===== config.mk =====
export PLATFORM = sky130hd
export DESIGN_NAME = dsed_window
export DESIGN_NICKNAME = d
export VERILOG_FILES = /design/src/rtl/dsed_pkg.sv /design/src/rtl/dsed_window.sv
export SDC_FILE = /design/constraint.sdc
export NUM_CORES = 1
export LEC_CHECK = 0
export ABC_AREA = 1
export BUFFER_PORTS_ARGS = -buffer_cell sky130_fd_sc_hd__buf_2
export CAP_MARGIN = 20
export CELL_PAD_IN_SITES_DETAIL_PLACEMENT = 1
export CELL_PAD_IN_SITES_GLOBAL_PLACEMENT = 2
export CORE_ASPECT_RATIO = 1.2
export CORE_UTILIZATION = 36
export CTS_BUF_LIST = sky130_fd_sc_hd__clkbuf_8
export CTS_CLUSTER_DIAMETER = 80
export CTS_CLUSTER_SIZE = 30
export DETAILED_ROUTE_END_ITERATION = 7
export HOLD_SLACK_MARGIN = 0.15
export PLACE_DENSITY_LB_ADDON = 0.2
export SYNTH_ARGS = -nofsm -noshare
export SYNTH_HDL_FRONTEND = slang
export SYNTH_SLANG_ARGS = --single-unit

===== constraint.sdc =====
create_clock -name clk -period 2.75 [get_ports clk]
set_input_delay 0.275 -clock clk [delete_from_list [all_inputs] [get_ports clk]]
set_output_delay 0.275 -clock clk [all_outputs]
set_load 0.05 [all_outputs]

===== src/rtl/dsed_pkg.sv =====
// Shared types, constants and register codes of the scale-space extremum detector.
`timescale 1ns / 1ps
package dsed_pkg;

	localparam int SAMPLE_BITS     = 16;
	localparam int DEF_MAX_WIDTH   = 1024;
	localparam int MAX_HEIGHT      = 4096;
	localparam int CFG_INDEX_BITS  = 3;
	localparam int CFG_DATA_BITS   = 15;

	typedef logic signed [SAMPLE_BITS-1:0] sample_t;
	// Three window rows (index 0 is the oldest row) or three levels.
	typedef sample_t [2:0] trio_t;
	typedef trio_t [2:0] plane_t;

	typedef enum logic [CFG_INDEX_BITS-1:0] {
		REG_IMAGE_WIDTH    = 3'd0,
		REG_IMAGE_HEIGHT   = 3'd1,
		REG_BORDER_WIDTH   = 3'd2,
		REG_CONTRAST_THRES = 3'd3,
		REG_EDGE_RATIO     = 3'd4
	} reg_index_t;

	typedef enum logic [1:0] {
		KIND_NONE = 2'd0,
		KIND_MAX  = 2'd1,
		KIND_MIN  = 2'd2
	} kind_t;

	typedef enum logic [2:0] {
		ST_IDLE,
		ST_WIN,
		ST_P1,
		ST_P2,
		ST_P3,
		ST_DONE
	} state_t;

	typedef struct packed {
		sample_t lower_sample;
		sample_t center_sample;
		sample_t upper_sample;
	} pixel_t;

	typedef struct packed {
		logic        out_valid;
		logic [9:0]  pos_x;
		logic [11:0] pos_y;
		logic [1:0]  extremum_kind;
		sample_t     center_value;
	} result_t;

endpackage


===== src/rtl/dsed_window.sv =====
// 3x3x3 window registers and the max/min test of the window center.
`timescale 1ns / 1ps
module dsed_window (
	input  logic                   clk,
	input  logic                   arst_n,
	input  logic                   shift_en,
	input  dsed_pkg::trio_t [2:0]  new_col,
	output dsed_pkg::plane_t       center_plane,
	output dsed_pkg::kind_t        kind
);

	// win_q[level][row][column]
	dsed_pkg::sample_t win_q [3][3][3];
	dsed_pkg::sample_t v;
	logic own_max, own_min, nb_max, nb_min;

	// Shift each row one column left and load the new column on the right.
	always_ff @(posedge clk or negedge arst_n) begin
		if (!arst_n) begin
			for (int l = 0; l < 3; l++) begin
				for (int r = 0; r < 3; r++) begin
					for (int c = 0; c < 3; c++) begin
						win_q[l][r][c] <= '0;
					end
				end
			end
		end else if (shift_en) begin
			for (int l = 0; l < 3; l++) begin
				for (int r = 0; r < 3; r++) begin
					win_q[l][r][0] <= win_q[l][r][1];
					win_q[l][r][1] <= win_q[l][r][2];
					win_q[l][r][2] <= new_col[l][r];
				end
			end
		end
	end

	// Current level plane for the edge test.
	always_comb begin
		for (int r = 0; r < 3; r++) begin
			for (int c = 0; c < 3; c++) begin
				center_plane[r][c] = win_q[1][r][c];
			end
		end
	end

	// Ties count: the center must be no smaller (larger) than every neighbor.
	always_comb begin
		v = win_q[1][1][1];
		own_max = 1'b1;
		own_min = 1'b1;
		nb_max = 1'b1;
		nb_min = 1'b1;
		for (int r = 0; r < 3; r++) begin
			for (int c = 0; c < 3; c++) begin
				own_max &= ($signed(v) >= $signed(win_q[1][r][c]));
				own_min &= ($signed(v) <= $signed(win_q[1][r][c]));
				nb_max &= ($signed(v) >= $signed(win_q[0][r][c]))
					&& ($signed(v) >= $signed(win_q[2][r][c]));
				nb_min &= ($signed(v) <= $signed(win_q[0][r][c]))
					&& ($signed(v) <= $signed(win_q[2][r][c]));
			end
		end
		// The max test takes precedence over the min test.
		priority if (own_max) begin
			kind = nb_max ? dsed_pkg::KIND_MAX : dsed_pkg::KIND_NONE;
		end else if (own_min) begin
			kind = nb_min ? dsed_pkg::KIND_MIN : dsed_pkg::KIND_NONE;
		end else begin
			kind = dsed_pkg::KIND_NONE;
		end
	end

endmodule


==> key figures <==
Critical path
  – Crit. End Element: primary output
  – Crit-path most repeated cell: nand2_1
  – Slowest cell on the critical path: dfrtp_2
  – Worst r2r path cells: 2
  – Worst R2R Setup Slack: 1420 ps
  – R2r endpoint: win_q[0]$_DFFE_PN0P_
  – Critical path fanouts, max: 9
  – Crit Path Category: flop to primary output
  – Crit path required time: 2480 ps
  – Data arrival, critical path: 3400 ps
  – Worst path cell trace: buf_12 -> ha_1 -> nand2_1 -> nor2_1 -> nand2_1 -> nor4_2 -> nand3_1 -> a21boi_0 -> nor2_2 -> buf_4 -> nand3_2 -> nor3_4 -> buf_6
  – Startpoint types: flop
  – Max incr delay on CP: 480 ps
  – Reg2reg start: win_q[0]$_DFFE_PN0P_

Detailed routing
  – Routed length on met3: 3030 um
  – Top routing layer in use: met4
  – Met2 WL post-DR: 46900 um
  – Drt pass-1 iters: 5
  – Vias: 25000
  – Via density: 4.87
  – Iter 0 DRT Violations: 1152
  – Post-route ant nets: 0
  – Final WL: 96500 um
  – Routed length per instance: 18.8 um
  – Metal-1 WL: 43300 um
  – Drc violations: 0

Final layout
  – # nets final: 4651
  – Design Area, Final: 0.0347 mm2
  – Multi-input logic area: 0.0139 mm2
  – Commonest non-fill, non-tap cell in the layout: nand2_1
  – Commonest cells after routing, fill and taps aside: 883 x nand2_1, 565 x inv_1, 417 x dfrtp_1, 412 x ha_1, 410 x o21ai_0
  – FF/Latch Area: 0.0108 mm2
  – FILL cells: 9416
  – Final std cells w/o fill: 5131
  – Area Growth Syn to Fin: 24.0%
  – Layout cells sized above 1: 0.179

Clock network
  – Clk Latency, worst-skew pair: 710 ps
  – Worst-path clk slew: 150 ps
  – Cts bufs inserted: 30
  – CTS tree: built
  – Max H-tree Level: 1
  – Clock buffer depth: 3
  – Root Buffer: clkbuf_8
  – # clock sinks: 432

Yosys
  – Gate Count Post-Synth: 3545
  – Ys Warns: 0
  – Synth cell types: 30
  – Seq/Total Area, Yosys: 0.386
  – Top cell type's share of synthesized area: 0.386
  – Register bit total from synthesis: 432
  – Multiplexer share of the synthesized area: 0.00362
  – Main combinational cell family by area after synthesis: adder cells
  – Post-synthesis compound-gate area fraction: 0.119
  – Post-synthesis net count: 4108
  – Post-Synth Adder-Cell Area: 0.186
  – Dominant cells by area after synthesis: dfrtp_1 39%, ha_1 19%, nand2_1 12%
  – Synth Area in XOR/XNOR: 0
  – Post-Synth Simple-Gate Area: 0.177
  – Cell area after synthesis: 0.0280 mm2
  – Mean Syn Cell Area: 7.90 um2
  – Synth area leader: dfrtp_1

Floorplan
  – Core area: 0.0767 mm2
  – Starting Density: 0.366
  – # rows: 111
  – I/O pins: 293
  – Chip height: 308 um
  – Die X: 257 um
  – DIE AREA: 0.0790 mm2

Global route
  – Largest net degree at the start of global routing: 80
  – First-pass GRT wire length: 152000 um
  – GR Overflow Total: 0
  – Initial antenna violation count: 4
  – Total GRT Usage: 0.245
  – Number of global-route vias before repair: 27600

Timing
  – Setup TNS: -1800 ps
  – Fin crit period: 3670 ps
  – Hold Fails Final Rpt: 0
  – Final setup violation count: 2
  – Max Slew Vio Count: 0
  – Worst-case headroom to the max-slew limit: 0.614
  – Clk_skew: 27.9 ps
  – Worst Tran Pin Value: 579 ps
  – Fin worst setup slack: -922 ps
  – F_max: 0.272 GHz
  – RSZ-0062 raised after global routing: yes
  – Final Cycle Share: 1.34

Outcome
  – Status: finished with violations
  – Failing checks: negative setup slack

Worst hold path
  – Hold path endpoint: win_q[11]$_DFFE_PN0P_
  – Worst min-delay path category: input port to flop
  – HP Start: new_col[139]
  – Hold Path Cell Cnt: 4

Pwr
  – Pwr Total: 19.7 mW
  – Max rail drop VDD: 0.410 mV
  – Pwr/cell area: 566 mW/mm2
  – Leak: 18.4 nW

Place
  – Detail Placement HPWL: 74100 um
  – IO Port Bufs: 292
  – DP Cell Count: 4900
  – Placed Area: 0.0320 mm2
  – Final Wtd Congestion: 0.830

Job
  – Reported max-cap violation count: 0
-- how the worst max path moves through the flow --
stage | cells after the start | startpoint | end | slack, ps
2_1_floorplan | 14 | v[13]$_DFFE_PN0P_ | kind[1] | -10
3_3_place_gp | 17 | v[6]$_DFFE_PN0P_ | kind[1] | -370
3_5_place_dp | 17 | v[6]$_DFFE_PN0P_ | kind[1] | -430
4_1_cts | 18 | v[9]$_DFFE_PN0P_ | kind[1] | -950
5_1_grt | 13 | v[11]$_DFFE_PN0P_ | kind[0] | -1140
6_report | 13 | v[11]$_DFFE_PN0P_ | kind[0] | -920
-- kinds of logic after synthesis --
group / count (synthesis)
AO/OA/AOI/OAI: 647
adder cells (fa/ha/maj): 416
buffers and inverters: 813
flip-flops: 432
multiplexers: 9
AND/OR/NAND/NOR: 1228
-- registers in the layout, indices dropped and copies added, names as in the netlist --
signal and count:
v 16, center_plane 128, win_q 288
-- metal layers --
metal / global-route usage / vias up
li1: - / 12300
met1: 0.315 / 12100
met2: 0.430 / 417
met3: 0.0239 / 141
met4: 0.0796 / 0
met5: 0 / -
-- metrics by stage --
| step | worst slack [ps] | util | hold slack [ps] |
|---|---|---|---|
| 3_5_place_dp | -426 | 0.418 | 314 |
| 5_1_grt | -1140 | 0.453 | 275 |
| 3_3_place_gp | -373 | 0.418 | 307 |
| 2_1_floorplan | -12.6 | - | -20.6 |
| 4_1_cts | -949 | 0.452 | 232 |
| 6_report | -922 | 0.453 | 306 |
-- critical path, delay by kind of cell, from the launching register on --
kind / cells / cell delay, ps
DFF: 1 / 480
adders and majority gates: 1 / 330
and+or+nand+nor: 8 / 1160
AOI/OAI and AO/OA: 1 / 180
buffers and inverters: 3 / 520
-- final cells by class --
class | count | share of cell area
multi-input cells | 2300 | 0.399
flip-flops and latches | 432 | 0.312
repair buffers | 750 | 0.170
inverters | 574 | 0.0620
well taps | 1017 | 0.0366
clock buffers | 34 | 0.0135
clock inverters | 22 | 0.00702
diodes | 2 | 0.000144
-- cells in the mapped netlist (all sizes together) --
library cell  number
a211oi             1
a21boi             2
a21o              15
a21oi            168
buf              161
clkbuf            78
clkinv             4
dfrtp            432
ha               416
inv              570
mux2               9
nand2            900
nand3            129
nand3b             3
nand4             24
nor2             148
nor3              16
nor4               7
o21a              10
o21ai            435
o21bai            16
or2                1
-- report_power, final --
group | switching, mW | internal (mW) | leakage, nW
clock network | 2.54 | 1.43 | 0.351
logic | 5.17 | 3.06 | 12.7
registers | 0.417 | 7.05 | 5.30
total | 8.12 | 11.5 | 18.4
-- timing repair --
action | CTS | global route
buffers inserted | 3 | 1
gates cloned | 1 | 0
setup endpoints to repair | 2 | 2
pin swaps | 4 | 8
hold buffers | 168 | 0
resized for setup | 42 | 22
hold endpoints to repair | 590 | 0
Power figures use the tool's default switching activity.
