$ cat src/rtl/dsed_pkg.sv
// Shared types, constants and register codes of the scale-space extremum detector.
`timescale 1ns / 1ps
package dsed_pkg;

	localparam int SAMPLE_BITS     = 16;
	localparam int DEF_MAX_WIDTH   = 1024;
	localparam int MAX_HEIGHT      = 4096;
	localparam int CFG_INDEX_BITS  = 3;
	localparam int CFG_DATA_BITS   = 15;

	typedef logic signed [SAMPLE_BITS-1:0] sample_t;
	// Three window rows (index 0 is the oldest row) or three levels.
	typedef sample_t [2:0] trio_t;
	typedef trio_t [2:0] plane_t;

	typedef enum logic [CFG_INDEX_BITS-1:0] {
		REG_IMAGE_WIDTH    = 3'd0,
		REG_IMAGE_HEIGHT   = 3'd1,
		REG_BORDER_WIDTH   = 3'd2,
		REG_CONTRAST_THRES = 3'd3,
		REG_EDGE_RATIO     = 3'd4
	} reg_index_t;

	typedef enum logic [1:0] {
		KIND_NONE = 2'd0,
		KIND_MAX  = 2'd1,
		KIND_MIN  = 2'd2
	} kind_t;

	typedef enum logic [2:0] {
		ST_IDLE,
		ST_WIN,
		ST_P1,
		ST_P2,
		ST_P3,
		ST_DONE
	} state_t;

	typedef struct packed {
		sample_t lower_sample;
		sample_t center_sample;
		sample_t upper_sample;
	} pixel_t;

	typedef struct packed {
		logic        out_valid;
		logic [9:0]  pos_x;
		logic [11:0] pos_y;
		logic [1:0]  extremum_kind;
		sample_t     center_value;
	} result_t;

endpackage

$ cat src/rtl/dsed_edge.sv
// Three-stage edge test on the 2x2 Hessian of the current level.
`timescale 1ns / 1ps
module dsed_edge (
	input  logic             clk,
	input  dsed_pkg::plane_t c,
	input  logic [5:0]       ratio,
	output logic             on_edge
);

	localparam int SB = dsed_pkg::SAMPLE_BITS;
	localparam int DW = SB + 2;
	localparam int TW = SB + 3;
	localparam int LW = 2 * TW + 10;
	localparam int AW = 2 * DW + 4;
	localparam int RW = AW + 1 + 13;

	logic signed [DW-1:0] dxx, dyy, dxy4;
	logic signed [TW-1:0] tr;
	logic [DW-1:0] pxx, pyy, pxy;
	logic [TW-1:0] ptr;
	logic [6:0] r1;
	logic [AW-1:0] a2;

	logic [2*TW-1:0] tr2_s1;
	logic [2*DW-1:0] pp_s1, bb_s1;
	logic aneg_s1;
	logic [12:0] rr_s1;
	logic [5:0] r_s1;

	logic [LW-1:0] lhs_s2, lhs_s3;
	logic [AW:0] d_s2;
	logic [12:0] rr_s2;
	logic [RW-1:0] rhs_s3;

	// Central differences; the mixed term is kept times four.
	always_comb begin
		dxx = DW'(c[1][2]) - (DW'(c[1][1]) <<< 1) + DW'(c[1][0]);
		dyy = DW'(c[2][1]) - (DW'(c[1][1]) <<< 1) + DW'(c[0][1]);
		dxy4 = DW'(c[2][2]) - DW'(c[2][0]) - DW'(c[0][2]) + DW'(c[0][0]);
		tr = TW'(dxx) + TW'(dyy);
		pxx = dxx[DW-1] ? DW'(-dxx) : DW'(dxx);
		pyy = dyy[DW-1] ? DW'(-dyy) : DW'(dyy);
		pxy = dxy4[DW-1] ? DW'(-dxy4) : DW'(dxy4);
		ptr = tr[TW-1] ? TW'(-tr) : TW'(tr);
		r1 = {1'b0, ratio} + 7'd1;
	end

	// Stage 1: squares and products of the differences.
	always_ff @(posedge clk) begin
		tr2_s1 <= ptr * ptr;
		pp_s1 <= pxx * pyy;
		bb_s1 <= pxy * pxy;
		aneg_s1 <= (dxx[DW-1] != dyy[DW-1]) && (pxx != '0) && (pyy != '0);
		rr_s1 <= 13'(r1 * r1);
		r_s1 <= ratio;
	end

	// Stage 2: trace side and absolute determinant, both scaled by 16.
	always_comb begin
		a2 = {pp_s1, 4'b0000};
	end

	always_ff @(posedge clk) begin
		lhs_s2 <= {(LW - 4)'((LW - 4)'(tr2_s1) * r_s1), 4'b0000};
		if (aneg_s1) begin
			d_s2 <= (AW + 1)'(a2) + (AW + 1)'(bb_s1);
		end else if (a2 >= AW'(bb_s1)) begin
			d_s2 <= (AW + 1)'(a2 - AW'(bb_s1));
		end else begin
			d_s2 <= (AW + 1)'(AW'(bb_s1) - a2);
		end
		rr_s2 <= rr_s1;
	end

	// Stage 3: (r+1)^2 times the determinant.
	always_ff @(posedge clk) begin
		rhs_s3 <= RW'(rr_s2) * RW'(d_s2);
		lhs_s3 <= lhs_s2;
	end

	assign on_edge = RW'(lhs_s3) >= rhs_s3;

endmodule

$ cat config.mk
export PLATFORM = sky130hd
export DESIGN_NAME = dsed_edge
export DESIGN_NICKNAME = d
export VERILOG_FILES = /design/src/rtl/dsed_pkg.sv /design/src/rtl/dsed_edge.sv
export SDC_FILE = /design/constraint.sdc
export NUM_CORES = 2
export LEC_CHECK = 0
export BUFFER_PORTS_ARGS = -buffer_cell sky130_fd_sc_hd__clkbuf_2
export CAP_MARGIN = 20
export CELL_PAD_IN_SITES_DETAIL_PLACEMENT = 0
export CELL_PAD_IN_SITES_GLOBAL_PLACEMENT = 2
export CORE_MARGIN = 1.5
export CORE_UTILIZATION = 25
export DETAILED_ROUTE_END_ITERATION = 7
export HOLD_SLACK_MARGIN = 0.06
export PLACE_DENSITY = 0.55
export REMOVE_ABC_BUFFERS = 1
export SYNTH_ARGS = -nofsm -noshare
export SYNTH_HDL_FRONTEND = slang
export SYNTH_SLANG_ARGS = --single-unit
$ cat constraint.sdc
create_clock -name clk -period 25.3 [get_ports clk]
set_input_delay 3.795 -clock clk [delete_from_list [all_inputs] [get_ports clk]]
set_output_delay 3.795 -clock clk [all_outputs]
set_load 0.02 [all_outputs]
==> reports/qor.tcl <==
set qor(result_of_the_run) {finished, final reports clean}
set qor(synth_xor_area_share_pct) 4.101
set qor(worst-slew-pin-transition_ns) 1.149
set qor(worst_path_most_repeated_cell) {sky130_fd_sc_hd__inv_1}
set qor(critPathSlowestCell) {sky130_fd_sc_hd__xnor2_2}
set qor(asyncSetResetFlopFracSynth_pct) 0
set qor(min_delay_worst_endpoint) {lhs_s3[19]}
set qor(largest_net_degree_at_the_start_of_global_routing) 60
set qor(cts_tree) {built}
set qor(worstPathArrival_ns) 16.64
set qor(grt_first_pass_wirelength_mm) 352.6
set qor(relSlewSlack_pct) 23.08
set qor(fin_nets) 10580
set qor(route.vias.total) 54450
set qor(synthSimpleGateAreaFrac_pct) 15.52
set qor(core_um2) 285500
set qor(source_of_the_worst_hold_timing_path) {lhs_s2[19]}
set qor(route.detailed.wl_per_inst_um) 18.14
set qor(final_setup_violation_count) 0
set qor(root_buffer) {sky130_fd_sc_hd__clkbuf_16}
set qor(layout-drive-gt1-share_pct) 4.987
set qor(post_layout_worst_setup_margin_ns) 9.177
set qor(multi_input_gate_area_in_the_final_layout_um2) 57950
set qor(area_growth_synth_to_finish_pct) 9.355
set qor(synth-compound-area-share_pct) 9.900
set qor(syn_inst) 8290
set qor(post_route_clock_skew_ns) 0.02885
set qor(rsz_0062_raised_after_global_routing) {no}
set qor(rr_worst_depth) 21
set qor(critPathMaxFanout) 19
set qor(first_global_vias) 60270
set qor(crit_start_category) {input port}
set qor(synth_seq_cells) 322
set qor(filler_cell_count) 31050
set qor(r2r-end) {rhs_s3[52]}
set qor(clock_latency_ns) 0.63
set qor(grt_use_total_pct) 15.38
set qor(timing_hold_violations_final) 0
set qor(worst-r2r-setup-slack_ns) 18.04
set qor(synth_sequential_area_ratio_pct) 8.969
set qor(cts.path.max_buffers) 3
set qor(final_period_utilization_pct) 63.73
set qor(routed_via_density) 4.490
set qor(die_x_um) 539.2
set qor(drt_pre_antenna_iters) 5
set qor(drt.antenna.violating_nets) 0
set qor(critPathTopFamily) {adder cells}
set qor(grt.overflow.total) 0
set qor(layout.cells.most_common) {sky130_fd_sc_hd__inv_1}
set qor(netlist_area_um2) 71870
set qor(ioPinCount) 152
set qor(critical_path.max_stage_delay_ns) 0.68
set qor(drt_iter0_markers) 2312
set qor(drv_slew) 0
set qor(whs_ns) 0.3206
set qor(postCtsSetupBuffers) 0
set qor(critPathCaptureType) {flip-flop}
set qor(yosys_warnings) 0
set qor(synth_top_family_by_area) {adder cells}
set qor(cts.clk_slew.worst_paths_ns) 0.08
set qor(regToRegStartpoint) {rr_s2[4]}
set qor(design.die.area_um2) 290700
set qor(final_core_util_pct) 27.53
set qor(cts_htree_levels) 2
set qor(hold_depth) 0
set qor(totalNegativeSetupSlack_ns) 0
set qor(placement_rows) 196
set qor(critical_path.n_buffers_inverters) 10
set qor(synthDistinctLibCells) 95
set qor(initial_core_util_pct) 25.18
set qor(clock.fmax_ghz) 0.06202
set qor(cp.required_ns) 25.81
set qor(floorplan.die.height_um) 539.2
set qor(mean_instance_size_in_the_synthesized_netlist_um2) 8.670
set qor(route.final.wire_length_mm) 220.0
set qor(synth_enable_flop_cells) 0
set qor(fin_crit_ns) 16.12
set qor(clock-sinks) 322
set qor(leading_cell_types_in_the_layout_fill_and_taps_excluded) {1,737 x sky130_fd_sc_hd__inv_1, 1,333 x sky130_fd_sc_hd__fa_1, 950 x sky130_fd_sc_hd__nand2_1}
set qor(drc) 0
set qor(yosys_most_used_dff) {sky130_fd_sc_hd__dfxtp_1}
set qor(cts-resized-gates) 0
set qor(regArea_um2) 6456
set qor(post_synthesis_mux_area_share_pct) 0.3934
set qor(gpl.final_weighted_congestion) 0.8347
set qor(hold_buffers) 0
set qor(io_buffer_count) 151
set qor(hold_class) {reg2reg}
set qor(critPathKind) {in2reg}
set qor(post-dp-hpwl_mm) 182.3
set qor(cts_inserted_buffers) 42
set qor(maxCapViolCount) 0
set qor(synth-adder-area-share_pct) 50.48
set qor(place_ws_ns) 7.814
set qor(antenna_violations_before_repair) 7
set qor(cp-startpoint) {c[19]}
cells by family after synthesis:
| kind of cell | Yosys count |
|---|---|
| xor gates and xnor gates | 334 |
| buffers and inverters | 2025 |
| adders and majority gates | 2100 |
| DFF | 322 |
| and+or+nand+nor | 2372 |
| AOI/OAI and AO/OA | 1108 |
| muxes | 27 |
| other | 2 |
cell usage after synthesis (11+ instances only):
cell type	n	area [µm²]
sky130_fd_sc_hd__a2111oi_0	11	96.34
sky130_fd_sc_hd__a211o_1	12	105.1
sky130_fd_sc_hd__a211oi_1	29	217.7
sky130_fd_sc_hd__a21boi_0	22	165.2
sky130_fd_sc_hd__a21o_1	136	1021
sky130_fd_sc_hd__a21oi_1	362	1812
sky130_fd_sc_hd__a221oi_1	13	113.9
sky130_fd_sc_hd__a311oi_1	13	113.9
sky130_fd_sc_hd__a31oi_1	39	244.0
sky130_fd_sc_hd__and2_1	363	2271
sky130_fd_sc_hd__and3_1	29	181.4
sky130_fd_sc_hd__buf_2	12	60.06
sky130_fd_sc_hd__clkbuf_1	252	945.9
sky130_fd_sc_hd__dfxtp_1	322	6446
sky130_fd_sc_hd__fa_1	1333	26690
sky130_fd_sc_hd__ha_1	767	9597
sky130_fd_sc_hd__inv_1	1737	6520
sky130_fd_sc_hd__mux2i_1	20	200.2
sky130_fd_sc_hd__nand2_1	950	3566
sky130_fd_sc_hd__nand2b_1	60	375.4
sky130_fd_sc_hd__nand3_1	75	375.4
sky130_fd_sc_hd__nand3b_1	13	97.59
sky130_fd_sc_hd__nand4_1	36	225.2
sky130_fd_sc_hd__nor2_1	495	1858
sky130_fd_sc_hd__nor2b_1	71	444.2
sky130_fd_sc_hd__nor3_1	104	520.5
sky130_fd_sc_hd__nor3b_1	15	112.6
sky130_fd_sc_hd__nor4_1	33	206.5
sky130_fd_sc_hd__o211ai_1	28	210.2
sky130_fd_sc_hd__o21a_1	51	382.9
sky130_fd_sc_hd__o21ai_0	201	1006
sky130_fd_sc_hd__o21bai_1	60	450.4
sky130_fd_sc_hd__o31ai_1	30	225.2
sky130_fd_sc_hd__or2_2	37	231.5
sky130_fd_sc_hd__or3_1	40	250.2
sky130_fd_sc_hd__or4_1	16	120.1
sky130_fd_sc_hd__xnor2_1	232	2032
sky130_fd_sc_hd__xor2_1	99	867.1
per-stage QoR:
| step | area (µm²) | cells |
|---|---|---|
| 5_1_grt | 78590 | 12120 |
| 6_report | 78600 | 12130 |
| 2_1_floorplan | 70920 | 8046 |
| 4_1_cts | 78580 | 12120 |
| 3_5_place_dp | 77100 | 12050 |
| 3_3_place_gp | 77100 | 12050 |
worst reg2reg max path, stage by stage, from the launching register on:
cell and delay (ns):
sky130_fd_sc_hd__dfxtp_1 0.31, sky130_fd_sc_hd__buf_4 0.52, sky130_fd_sc_hd__nand2_1 0.19, sky130_fd_sc_hd__fa_1 0.59, sky130_fd_sc_hd__fa_1 0.44, sky130_fd_sc_hd__fa_1 0.51
sky130_fd_sc_hd__fa_1 0.49, sky130_fd_sc_hd__inv_1 0.05, sky130_fd_sc_hd__fa_1 0.46, sky130_fd_sc_hd__ha_1 0.45, sky130_fd_sc_hd__nand3_1 0.21, sky130_fd_sc_hd__a211oi_1 0.34
sky130_fd_sc_hd__nand3_1 0.12, sky130_fd_sc_hd__o211ai_1 0.18, sky130_fd_sc_hd__o2111ai_1 0.28, sky130_fd_sc_hd__a21oi_1 0.35, sky130_fd_sc_hd__o2111ai_1 0.24, sky130_fd_sc_hd__a31oi_1 0.59
sky130_fd_sc_hd__a21oi_1 0.22, sky130_fd_sc_hd__o31ai_1 0.33, sky130_fd_sc_hd__a21oi_1 0.13, sky130_fd_sc_hd__xnor2_1 0.13
state kept, by name, indices dropped and copies added, names as in the netlist:
name,cells
rhs_s3,54
lhs_s2,44
lhs_s3,44
d_s2,41
tr2_s1,37
pp_s1,36
bb_s1,35
rr_s1,12
rr_s2,12
r_s1,6
aneg_s1,1
worst max path at each step:
stage,endpoint,slack [ns],depth (start not counted)
global placement,tr2_s1[37],7.92,40
CTS,tr2_s1[37],8.44,40
floorplan,tr2_s1[37],10.31,41
detailed placement,tr2_s1[37],7.81,40
global route,tr2_s1[37],8.14,43
finish,tr2_s1[37],9.18,43
area by class of cell:
type / count / share of cell area, %
Inverter: 1752 / 8.367
Multi-Input combinational cell: 5972 / 73.73
Tap cell: 3762 / 5.989
Clock inverter: 23 / 0.3821
Clock buffer: 53 / 1.504
Antenna cell: 3 / 0.009552
Sequential cell: 322 / 8.214
Timing Repair Buffer: 239 / 1.802
per-layer routing:
metal	up-vias	global-route usage, %	wire (µm)
li1	25760	-	-
met1	27850	21.06	104700
met2	719	26.99	107200
met3	118	1.162	5793
met4	0	1.844	2358
met5	-	0	0
Power is not shown: default switching activity piles up to over one toggle a cycle in this logic, so the estimate is an artifact.
